## config.mk

```make
export PLATFORM = sky130hd
export DESIGN_NAME = mia_front
export DESIGN_NICKNAME = d
export VERILOG_FILES = /design/src/rtl/mia_pkg.sv /design/src/rtl/mia_front.sv
export SDC_FILE = /design/constraint.sdc
export NUM_CORES = 1
export LEC_CHECK = 0
export BUFFER_PORTS_ARGS = -buffer_cell sky130_fd_sc_hd__buf_2
export CAP_MARGIN = 20
export CORE_ASPECT_RATIO = 0.8
export CORE_MARGIN = 4
export CORE_UTILIZATION = 47
export DETAILED_ROUTE_END_ITERATION = 6
export PLACE_DENSITY = 0.75
export SYNTH_ARGS = -nofsm -noshare
export SYNTH_HDL_FRONTEND = slang
export SYNTH_SLANG_ARGS = --single-unit
```

## constraint.sdc

```tcl
create_clock -name clk -period 6.95 [get_ports clk]
set_input_delay 1.39 -clock clk [delete_from_list [all_inputs] [get_ports clk]]
set_output_delay 1.39 -clock clk [all_outputs]
set_load 0.01 [all_outputs]
```

## src/rtl/mia_pkg.sv

```systemverilog
package mia_pkg;

	localparam int MAX_SAMPLES_DEF = 256;

	localparam int TIME_W  = 48;
	localparam int PN_W    = 31;
	localparam int BYTES_W = 16;
	localparam int RTT_W   = 32;
	localparam int CNT_W   = 32;
	localparam int BCNT_W  = 48;

	// shared divider operand widths
	localparam int DIV_NUM_W = 72;
	localparam int DIV_DEN_W = 64;

	// input queue between front and back
	localparam int QDEPTH = 2;

	// event codes
	localparam logic [1:0] FN_START = 2'd0;
	localparam logic [1:0] FN_SENT  = 2'd1;
	localparam logic [1:0] FN_ACKED = 2'd2;
	localparam logic [1:0] FN_LOST  = 2'd3;

	localparam logic [23:0] BITS_PER_SEC_K = 24'd8000000;

	typedef struct packed {
		logic [1:0]         func;
		logic [TIME_W-1:0]  time_now;
		logic [PN_W-1:0]    pkt_number;
		logic [BYTES_W-1:0] pkt_bytes;
		logic [RTT_W-1:0]   rtt_sample;
	} item_t;

	typedef struct packed {
		logic               all_done;
		logic [CNT_W-1:0]   packets_sent;
		logic [CNT_W-1:0]   packets_accounted;
		logic [BCNT_W-1:0]  lost_bytes;
		logic [BCNT_W-1:0]  throughput_bps;
		logic [BCNT_W-1:0]  send_rate_bps;
		logic [31:0]        mean_rtt;
		logic signed [31:0] rtt_growth_q16;
		logic [16:0]        loss_rate;
	} result_t;

	// decoded event class
	typedef struct packed {
		logic start;
		logic sent;
		logic acked;
		logic lost;
	} cls_t;

	typedef struct packed {
		cls_t  cls;
		item_t item;
	} cmd_t;

endpackage

```

## src/rtl/mia_front.sv

```systemverilog
module mia_front (
	input  logic            clk,
	input  logic            arst_n,
	input  logic            push,
	output logic            full,
	input  mia_pkg::item_t  item,
	output logic            q_valid,
	output mia_pkg::cmd_t   q_cmd,
	input  logic            q_pop
);

	localparam int PW = $clog2(mia_pkg::QDEPTH);

	mia_pkg::cmd_t ent_q [mia_pkg::QDEPTH];
	logic [PW-1:0] wptr_q;
	logic [PW-1:0] rptr_q;
	logic [PW:0]   cnt_q;
	mia_pkg::cmd_t cmd_in;
	logic          do_push;
	logic          do_pop;

	// classify the event
	always_comb begin
		cmd_in.item      = item;
		cmd_in.cls.start = item.func == mia_pkg::FN_START;
		cmd_in.cls.sent  = item.func == mia_pkg::FN_SENT;
		cmd_in.cls.acked = item.func == mia_pkg::FN_ACKED;
		cmd_in.cls.lost  = item.func == mia_pkg::FN_LOST;
	end

	assign full    = cnt_q == (PW+1)'(mia_pkg::QDEPTH);
	assign q_valid = cnt_q != '0;
	assign do_push = push && !full;
	assign do_pop  = q_pop && q_valid;
	assign q_cmd   = ent_q[rptr_q];

	always_ff @(posedge clk or negedge arst_n) begin
		if (!arst_n) begin
			wptr_q <= '0;
			rptr_q <= '0;
			cnt_q  <= '0;
		end else begin
			if (do_push) begin
				wptr_q <= (wptr_q == PW'(mia_pkg::QDEPTH - 1)) ? '0 : wptr_q + 1'b1;
			end
			if (do_pop) begin
				rptr_q <= (rptr_q == PW'(mia_pkg::QDEPTH - 1)) ? '0 : rptr_q + 1'b1;
			end
			cnt_q <= cnt_q + (PW+1)'(do_push) - (PW+1)'(do_pop);
		end
	end

	always_ff @(posedge clk) begin
		if (do_push) begin
			ent_q[wptr_q] <= cmd_in;
		end
	end

endmodule

```

==> out/qor.yml, run 1 <==
status: "completed"
start_util: 0.4818
cts_sinks: 270
required_ps: 5560
power.switching_mw: 1.503
drive_gt1_frac: 0.6054
dieArea_sq_um: 23820
grt_start_max_net_pins: 79
wl_met3_um: 1802
avgSynthCellArea_sq_um: 23.07
fin_util: 0.5989
gp_congestion: 0.7262
drt-pass1-iter-count: 4
worst_pin_slew_ps: 1100
num_antenna_cells: 0
clock.fmax_mhz: 226.4
end_kind: "output pin"
finalHoldViolations: 0
ctsHoldBuffers: 0
clkTransAtPathRegs_ps: 50
finClkSkew_ps: 9.053
hpwl_um: 12990
ys_types: 17
p_total_mw: 5.312
layout.cells.non_filler: 1009
cts_tree: "yes"
critical-path-slowest-cell: "dfrtp_4"
finalSetupViolCount: 0
wl_um: 19120
relSlewSlack: 0.2669
fin_area_sq_um: 12500
clkPwrFrac: 0.258
met1_length_um: 7716
cp.arrival_ps: 3030
wl_per_cell_um: 18.95
insertion_delay_ps: 510
crit_fanout: 78
first_global_vias: 5267
vias: 5003
io_buffers: 267
post-route-period-util: 0.6355
dpl_worst_slack_ps: 3040
combinationalPowerShare: 0.289
rsz0062_at_grt: "false"
route.top_layer_used: "met4"
drcViolationCount: 0
max_cap_viol_count: 0
grt_pass1_wl_um: 28270
fp.coreArea_sq_um: 20880
wl_met2_um: 9276
synth_cells: 436
critPathBufInv: 2
grt_overflow: 0
grt_use_total: 0.1503
ys_seq_area_frac: 0.8041
intPower_mw: 3.810
postRouteAntennaNets: 0
dieWidth_um: 171.6
area_delta_synth_final_pct: 24.31
powerDensity_nw_per_um2: 424.9
synth_area_sq_um: 10060
crit_family: "flip-flops"
row_count: 47
ys_seq_elements: 270
ir_drop_v: 0.0003584
place_area_sq_um: 11660
maxSlewViolCount: 0
ys_warn_count: 0
hold_slack_ps: 497.2
cts.repair.resized: 0
p_sw_frac: 0.2829
critPathLaunchType: "register"
antenna_found_initial: 0
criticalPathCategory: "register to output pin"
root_buffer: "clkbuf_16"
final.min_clock_period_ps: 4417
fillCellCount: 1516
drt_iter0_markers: 328
cts_max_path_buffers: 3
htreeDepth: 1
hp-class: "register to register"
crit_chain: "buf_4 > mux2_2 > buf_2"
power_leakage_nw: 4.855
critPathMaxStageDelay_ps: 1130
setup_ws_ps: 2533
place_inst: 962
fin_setup_tns_ps: 0
synth_fp_nets: 571
pwr-share-seq: 0.453
num-nets-final: 856
post-cts-setup-buffer-count: 0
viasPerCell: 4.958
io_pins: 268
numCtsBuffers: 26
fp.dieH_um: 138.8
[power groups by stage]
stage / logic (mW) / registers [mW] / clock network, mW
after global placement: 1.53 / 2.42 / 0
after global routing: 1.65 / 2.44 / 1.48
after floorplan: 1.11 / 2.36 / 0
final: 1.54 / 2.41 / 1.37
after detailed placement: 1.56 / 2.45 / 0
after CTS: 1.57 / 2.41 / 1.41
[placed cells by master (no fill, tap or decap), drive strengths merged, types with 2 or more instances in the layout]
master / n
buf: 272
edfxtp: 266
mux2: 133
clkbuf: 31
clkinv: 12
dfrtp: 4
xnor2: 3
bufinv: 3
and2: 2
inv: 2
nor2b: 2
ha: 2
nor2: 2
[cell type report]
cell class / instances / area, sq um / area share
Inverter: 2 / 7.507 / 0.0006004
Multi-Input combinational cell: 149 / 1851 / 0.1480
Clock inverter: 16 / 152.6 / 0.01221
Clock buffer: 31 / 690.7 / 0.05524
Tap cell: 269 / 336.6 / 0.02692
Timing Repair Buffer: 272 / 1374 / 0.1099
Sequential cell: 270 / 8092 / 0.6472
[cell families after synthesis]
family / count (synthesis) / share of synthesized area
XOR/XNOR: 4 / 0.003484
adder cells (fa/ha/maj): 2 / 0.002487
buffers and inverters: 17 / 0.01319
flip-flops: 270 / 0.8041
multiplexers: 133 / 0.1713
AND/OR/NAND/NOR: 10 / 0.005474
[worst paths after layout]
| path | startpoint | end | slack [ps] | cells after the start |
|---|---|---|---|---|
| worst max-delay path | rptr_q | q_cmd[28] | 2530 | 3 |
| worst min-delay path | cnt_q[1] | cnt_q[1] | 500 | 1 |
| worst max register to register | cnt_q[0] | ent_q[1][48] | 4280 | 3 |
| worst min register to register | cnt_q[1] | cnt_q[1] | 500 | 1 |
| max in group asynchronous | arst_n | rptr_q | 6130 | 1 |
| min in group asynchronous | arst_n | cnt_q[0] | 680 | 1 |
[registers in the layout, indices dropped and copies added (netlist names)]
signal  cells
wptr_q      1
ent_q     266
cnt_q       2
rptr_q      1
[Yosys cell counts]
cell        n  share of area
nor2_1      2        0.00075
inv_1       2        0.00075
mux2_2     73          0.082
buf_6       8         0.0090
and2_1      2         0.0012
xnor2_1     3         0.0026
nand2_1     1        0.00037
ha_1        2         0.0025
nand2b_1    1        0.00062
dfrtp_1     4          0.010
nor2b_1     2         0.0012
mux2_4     60          0.090
xor2_1      1        0.00087
and3_1      1        0.00062
edfxtp_1  266           0.79
buf_2       7         0.0035
or2_2       1        0.00062
[metal layers]
metal	up-vias	global-route usage
li1	2306	-
met1	2442	0.1927
met2	227	0.2534
met3	28	0.04759
met4	0	0.03168
met5	-	0
No activity file was read; power rests on OpenSTA's default activity.
==> inputs of run 2 (changes only) <==
--- a/config.mk
+++ b/config.mk
@@ -9,9 +9,9 @@
 export CAP_MARGIN = 20
 export CORE_ASPECT_RATIO = 0.8
 export CORE_MARGIN = 4
-export CORE_UTILIZATION = 47
+export CORE_UTILIZATION = 50
 export DETAILED_ROUTE_END_ITERATION = 6
-export PLACE_DENSITY = 0.75
+export PLACE_DENSITY = 0.76
 export SYNTH_ARGS = -nofsm -noshare
 export SYNTH_HDL_FRONTEND = slang
 export SYNTH_SLANG_ARGS = --single-unit
==> constraint.sdc (replaced) <==
create_clock -name clk -period 4.27 [get_ports clk]
set_input_delay 0.854 -clock clk [delete_from_list [all_inputs] [get_ports clk]]
set_output_delay 0.854 -clock clk [all_outputs]
set_load 0.01 [all_outputs]
==> run 2 against run 1 <==
Against the previous run:
- flip-flop and latch count stayed put
- global-route usage is 0.96 points higher
- setup slack worse by 1400 ps
- utilization is 3.6 points higher
- cell area is 0.58% higher
- cell count is 0.40% lower
- die area is 5.7% lower
- combinational power is 72% higher
- non-clock buffer count is 1 lower
- critical path depth stayed put
- hold slack worse by 360 ps
- count of clock-buffer cells in the layout is 2 lower
==> out/qor.yml, run 2 (synthesis gave the netlist of run 1 again) <==
status: "completed"
post-cts-setup-buffer-count: 0
finalHoldViolations: 0
layout_commonest_cell: "buf_2"
row_count: 46
final.min_clock_period_ps: 3135
num-nets-final: 855
fin_setup_tns_ps: 0
powerDensity_nw_per_um2: 699.2
vias: 4976
finClkSkew_ps: 12.28
end_kind: "output pin"
fp.coreArea_sq_um: 19800
insertion_delay_ps: 510
fp.dieH_um: 134.9
place_area_sq_um: 11670
largest_register_ffs: 266
layout.cells.non_filler: 1005
max_cap_viol_count: 0
grt_overflow: 0
required_ps: 3420
dieWidth_um: 166.6
fillCellCount: 1393
hpwl_um: 12510
rr_startpoint: "cnt_q[1]"
ctsHoldBuffers: 0
postRouteAntennaNets: 0
cts_max_path_buffers: 3
crit_fanout: 130
start_util: 0.5080
drt-pass1-iter-count: 4
r2r_end: "ent_q[1][94]"
grt_use_total: 0.1600
hp-class: "input port to asynchronous set/reset pin"
worst_pin_slew_ps: 1069
layout_common_cells: "buf_2 (267), edfxtp_1 (266), mux2_2 (73)"
ir_drop_v: 0.0004879
grt_pass1_wl_um: 28590
cts_sinks: 270
rsz0062_at_grt: "false"
gp_congestion: 0.7800
power_leakage_nw: 4.882
reg2reg_slack_ps: 2280
reg2reg_depth: 3
drive_gt1_frac: 0.6068
post-route-period-util: 0.7342
htreeDepth: 1
dpl_worst_slack_ps: 1704
clkTransAtPathRegs_ps: 60
dieArea_sq_um: 22460
reg_top3: "ent_q (266), cnt_q (2)"
cts_tree: "yes"
root_buffer: "clkbuf_16"
maxSlewViolCount: 0
setup_ws_ps: 1135
antenna_found_initial: 4
drt_iter0_markers: 357
fin_area_sq_um: 12580
finalSetupViolCount: 0
area_delta_synth_final_pct: 25.03
cts.repair.resized: 0
criticalPathCategory: "register to output pin"
io_buffers: 267
first_global_vias: 5215
p_total_mw: 8.793
grt_start_max_net_pins: 134
io_pins: 268
viasPerCell: 4.951
numCtsBuffers: 26
drcViolationCount: 0
clock.fmax_mhz: 319.0
wl_um: 18910
wl_per_cell_um: 18.82
cp.arrival_ps: 2280
top_register: "ent_q"
place_inst: 956
relSlewSlack: 0.2873
critPathLaunchType: "register"
-- run 2: cell count changes in the layout (fill, tap and decap cells not counted) --
cell | before | now
clkinv_2 | 8 | 7
bufinv_16 | 3 | 5
clkbuf_1 | 4 | 2
clkinvlp_4 | 1 | 2
buf_12 | 0 | 2
buf_4 | 5 | 2
diode_2 | 0 | 1
clkinv_1 | 4 | 5
-- run 2: how the worst max path moves through the flow --
stage                      start          end  slack [ps]  cells past startpoint
after floorplan             push  ent_q[0][0]         900                      2
after global placement    rptr_q    q_cmd[23]        1730                      3
after detailed placement  rptr_q   q_cmd[132]        1700                      3
final                     rptr_q    q_cmd[46]        1130                      3
after CTS                 rptr_q   q_cmd[132]        1150                      3
after global routing      rptr_q    q_cmd[17]        1050                      3
-- run 2: critical path: stages (launching register included) --
cell and delay (ps):
dfrtp_4 460, buf_12 530, mux2_2 430, buf_2 140
-- run 2: report_power, final --
| group | switching, mW | internal, mW |
|---|---|---|
| logic | 1.39 | 1.26 |
| registers | 0.149 | 3.64 |
| clock network | 0.912 | 1.45 |
-- run 2: cell type report --
class	instances	area (sq um)	share of cell area
clock inverters	19	219.0	0.01741
flip-flops and latches	270	8092	0.6434
repair buffers	271	1391	0.1106
multi-input cells	149	1851	0.1471
inverters	2	7.507	0.0005970
clock buffers	29	683.2	0.05432
well taps	264	330.3	0.02627
diodes	1	2.502	0.0001990
-- run 2: per-stage QoR --
step / hold WS [ps] / utilization
6_report: 138.4 / 0.6352
4_1_cts: 120.5 / 0.6350
3_5_place_dp: 505.8 / 0.5895
5_1_grt: 117.7 / 0.6350
2_1_floorplan: 460.4 / -
3_3_place_gp: 475.7 / 0.5895
-- run 2: layer usage --
layer | share of wire | vias up | GRT usage
li1 | - | 2312 | -
met1 | 0.41 | 2398 | 0.2068
met2 | 0.48 | 215 | 0.2655
met3 | 0.086 | 43 | 0.05473
met4 | 0.023 | 8 | 0.03862
met5 | 0.0029 | - | 0
==> inputs of run 3 (changes only) <==
--- a/config.mk
+++ b/config.mk
@@ -5,13 +5,14 @@
 export SDC_FILE = /design/constraint.sdc
 export NUM_CORES = 1
 export LEC_CHECK = 0
+export ABC_AREA = 1
 export BUFFER_PORTS_ARGS = -buffer_cell sky130_fd_sc_hd__buf_2
 export CAP_MARGIN = 20
 export CORE_ASPECT_RATIO = 0.8
 export CORE_MARGIN = 4
 export CORE_UTILIZATION = 50
 export DETAILED_ROUTE_END_ITERATION = 6
-export PLACE_DENSITY = 0.76
+export PLACE_DENSITY = 0.77
 export SYNTH_ARGS = -nofsm -noshare
 export SYNTH_HDL_FRONTEND = slang
 export SYNTH_SLANG_ARGS = --single-unit
==> constraint.sdc (replaced) <==
create_clock -name clk -period 3.2 [get_ports clk]
set_input_delay 0.64 -clock clk [delete_from_list [all_inputs] [get_ports clk]]
set_output_delay 0.64 -clock clk [all_outputs]
set_load 0.01 [all_outputs]
==> run 3 against run 2 <==
Against the previous run:
- combinational power grew 37%
- critical path type unchanged
- largest power group unchanged
- sequential share of layout area grew 1.1 points
- global-route usage grew 1.3 points
- clock skew grew 4.4 ps
- non-clock buffer count grew 4
- count of clock-buffer cells in the layout grew 2
- clock power grew 22%
- highest routed layer is now met4
- register-to-register slack lost 900 ps
- cell count grew 28%
- flip-flop and latch count is the same
- first-iteration DRC count grew 7.8%
==> out/qor.yml, run 3 <==
status: "completed"
hold_end: "ent_q[1][124]"
insertion_delay_ps: 510
ys_top_cells_by_count: "nand2_1 (413), edfxtp_1 (266), buf_2 (14), buf_4 (14), inv_1 (12)"
max_cap_viol_count: 0
io_buffers: 267
synth_area_sq_um: 9931
wl_um: 20290
htreeDepth: 1
clock.fmax_mhz: 377.4
reg2reg_depth: 4
grt_overflow: 0
hp-class: "input port to register"
required_ps: 2560
hold_depth: 1
synth_top_area_frac: 0.8043
reg2reg_slack_ps: 1380
ys_seq_area_frac: 0.8144
vias: 6229
antenna_found_initial: 4
r2r_end: "ent_q[1][57]"
drcViolationCount: 0
cts_tree: "yes"
fp.coreArea_sq_um: 19260
synth_async_sr_flop_share: 0.01481
hpwl_um: 12890
io_pins: 268
drt-pass1-iter-count: 5
yosysMostFrequentCell: "nand2_1"
crit_chain: "inv_4 > buf_4 > nand2_1 > nand2_1 > buf_2"
root_buffer: "clkbuf_16"
cts.repair.resized: 0
cts_max_path_buffers: 3
fillCellCount: 1428
post-route-period-util: 0.8279
row_count: 45
yosysTopAreaCell: "edfxtp_1"
worst_pin_slew_ps: 758.0
cts_sinks: 270
grt_pass1_wl_um: 30240
fp.dieH_um: 134.1
numCtsBuffers: 26
finalHoldViolations: 0
avgSynthCellArea_sq_um: 13.53
crit_top_cell: "nand2_1"
rr_startpoint: "cnt_q[1]"
cp.arrival_ps: 2010
finClkSkew_ps: 16.66
ys.flop_type: "edfxtp_1"
power_leakage_nw: 5.353
rsz0062_at_grt: "false"
postRouteAntennaNets: 0
largest_register_ffs: 266
layout_commonest_cell: "nand2_1"
top_register: "ent_q"
layout_common_cells: "nand2_1 (413), buf_2 (267), edfxtp_1 (266)"
grt_use_total: 0.1734
viasPerCell: 4.836
ys_warn_count: 0
start_util: 0.5157
ys_seq_elements: 270
dieWidth_um: 165.6
criticalPathCategory: "register to output pin"
wl_per_cell_um: 15.75
grt_start_max_net_pins: 135
critPathMaxStageDelay_ps: 500
critPathLaunchType: "register"
fin_setup_tns_ps: 0
crit_fanout: 34
dieArea_sq_um: 22190
synth_edf_count: 266
synth.area.top_cells: "edfxtp_1 (80%), nand2_1 (16%), buf_4 (1.1%)"
hold_start: "item[124]"
final.min_clock_period_ps: 2649
area_delta_synth_final_pct: 24.56
gp_congestion: 0.7683
ys_types: 11
crit_family: "buffers and inverters"
drt_iter0_markers: 385
num-nets-final: 1143
synth_cells: 734
critPathBufInv: 3
first_global_vias: 5956
critical-path-slowest-cell: "dfrtp_4"
powerDensity_nw_per_um2: 930.9
reg_top3: "ent_q (266), cnt_q (2)"
relSlewSlack: 0.4947
fin_util: 0.6424
drive_gt1_frac: 0.3048
finalSetupViolCount: 0
clkTransAtPathRegs_ps: 60
synth_fp_nets: 869
ctsHoldBuffers: 1
ir_drop_v: 0.0006334
end_kind: "output pin"
maxSlewViolCount: 0
post-cts-setup-buffer-count: 0
## run 3: worst max path at each step
stage | slack [ps] | startpoint | to | cells past startpoint
after floorplan | 60 | push | ent_q[1][0] | 2
after global placement | 1080 | rptr_q | q_cmd[130] | 5
after detailed placement | 1080 | rptr_q | q_cmd[24] | 5
after CTS | 490 | rptr_q | q_cmd[42] | 5
after global routing | 430 | rptr_q | q_cmd[12] | 5
final | 550 | rptr_q | q_cmd[42] | 5
## run 3: cell families after synthesis
group | synth area share
fa+ha+maj | 0.002519
buf+inv | 0.02394
simple gates | 0.1591
flops | 0.8144
## run 3: metal layers
metal,wire [um],up-vias,GRT usage,share of wire
met5,0,-,0,0
met4,507,0,0.05222,0.025
met3,1999,30,0.05223,0.099
met2,9671,276,0.2863,0.48
met1,8110,2903,0.2237,0.40
li1,-,3020,-,-
## run 3: final cells by class
class,instances,area (sq um),area share
sequential,270,8092,0.6542
timing repair buffer,275,1461,0.1181
clock inverter,16,127.6,0.01032
clock buffer,31,690.7,0.05584
antenna,3,7.507,0.0006069
multi-input combinational,422,1613,0.1304
tap,258,322.8,0.02610
inverter,13,55.05,0.004451
## run 3: power by group
group	leakage, nW	switching [mW]	internal (mW)
clock network	0.390	1.19	1.69
logic	2.44	2.46	1.17
registers	2.52	0.179	4.83
## run 3: through the flow
stage	power [mW]	hold slack (ps)	std cells	area (sq um)	setup slack (ps)
floorplan	7.268	344.4	734	9942	57.76
global placement	8.686	453.7	1237	11530	1078
detailed placement	8.761	460.5	1237	11530	1082
CTS	11.67	290.0	1285	12360	487.6
global route	12.21	292.8	1288	12370	428.7
finish	11.52	318.3	1288	12370	550.6
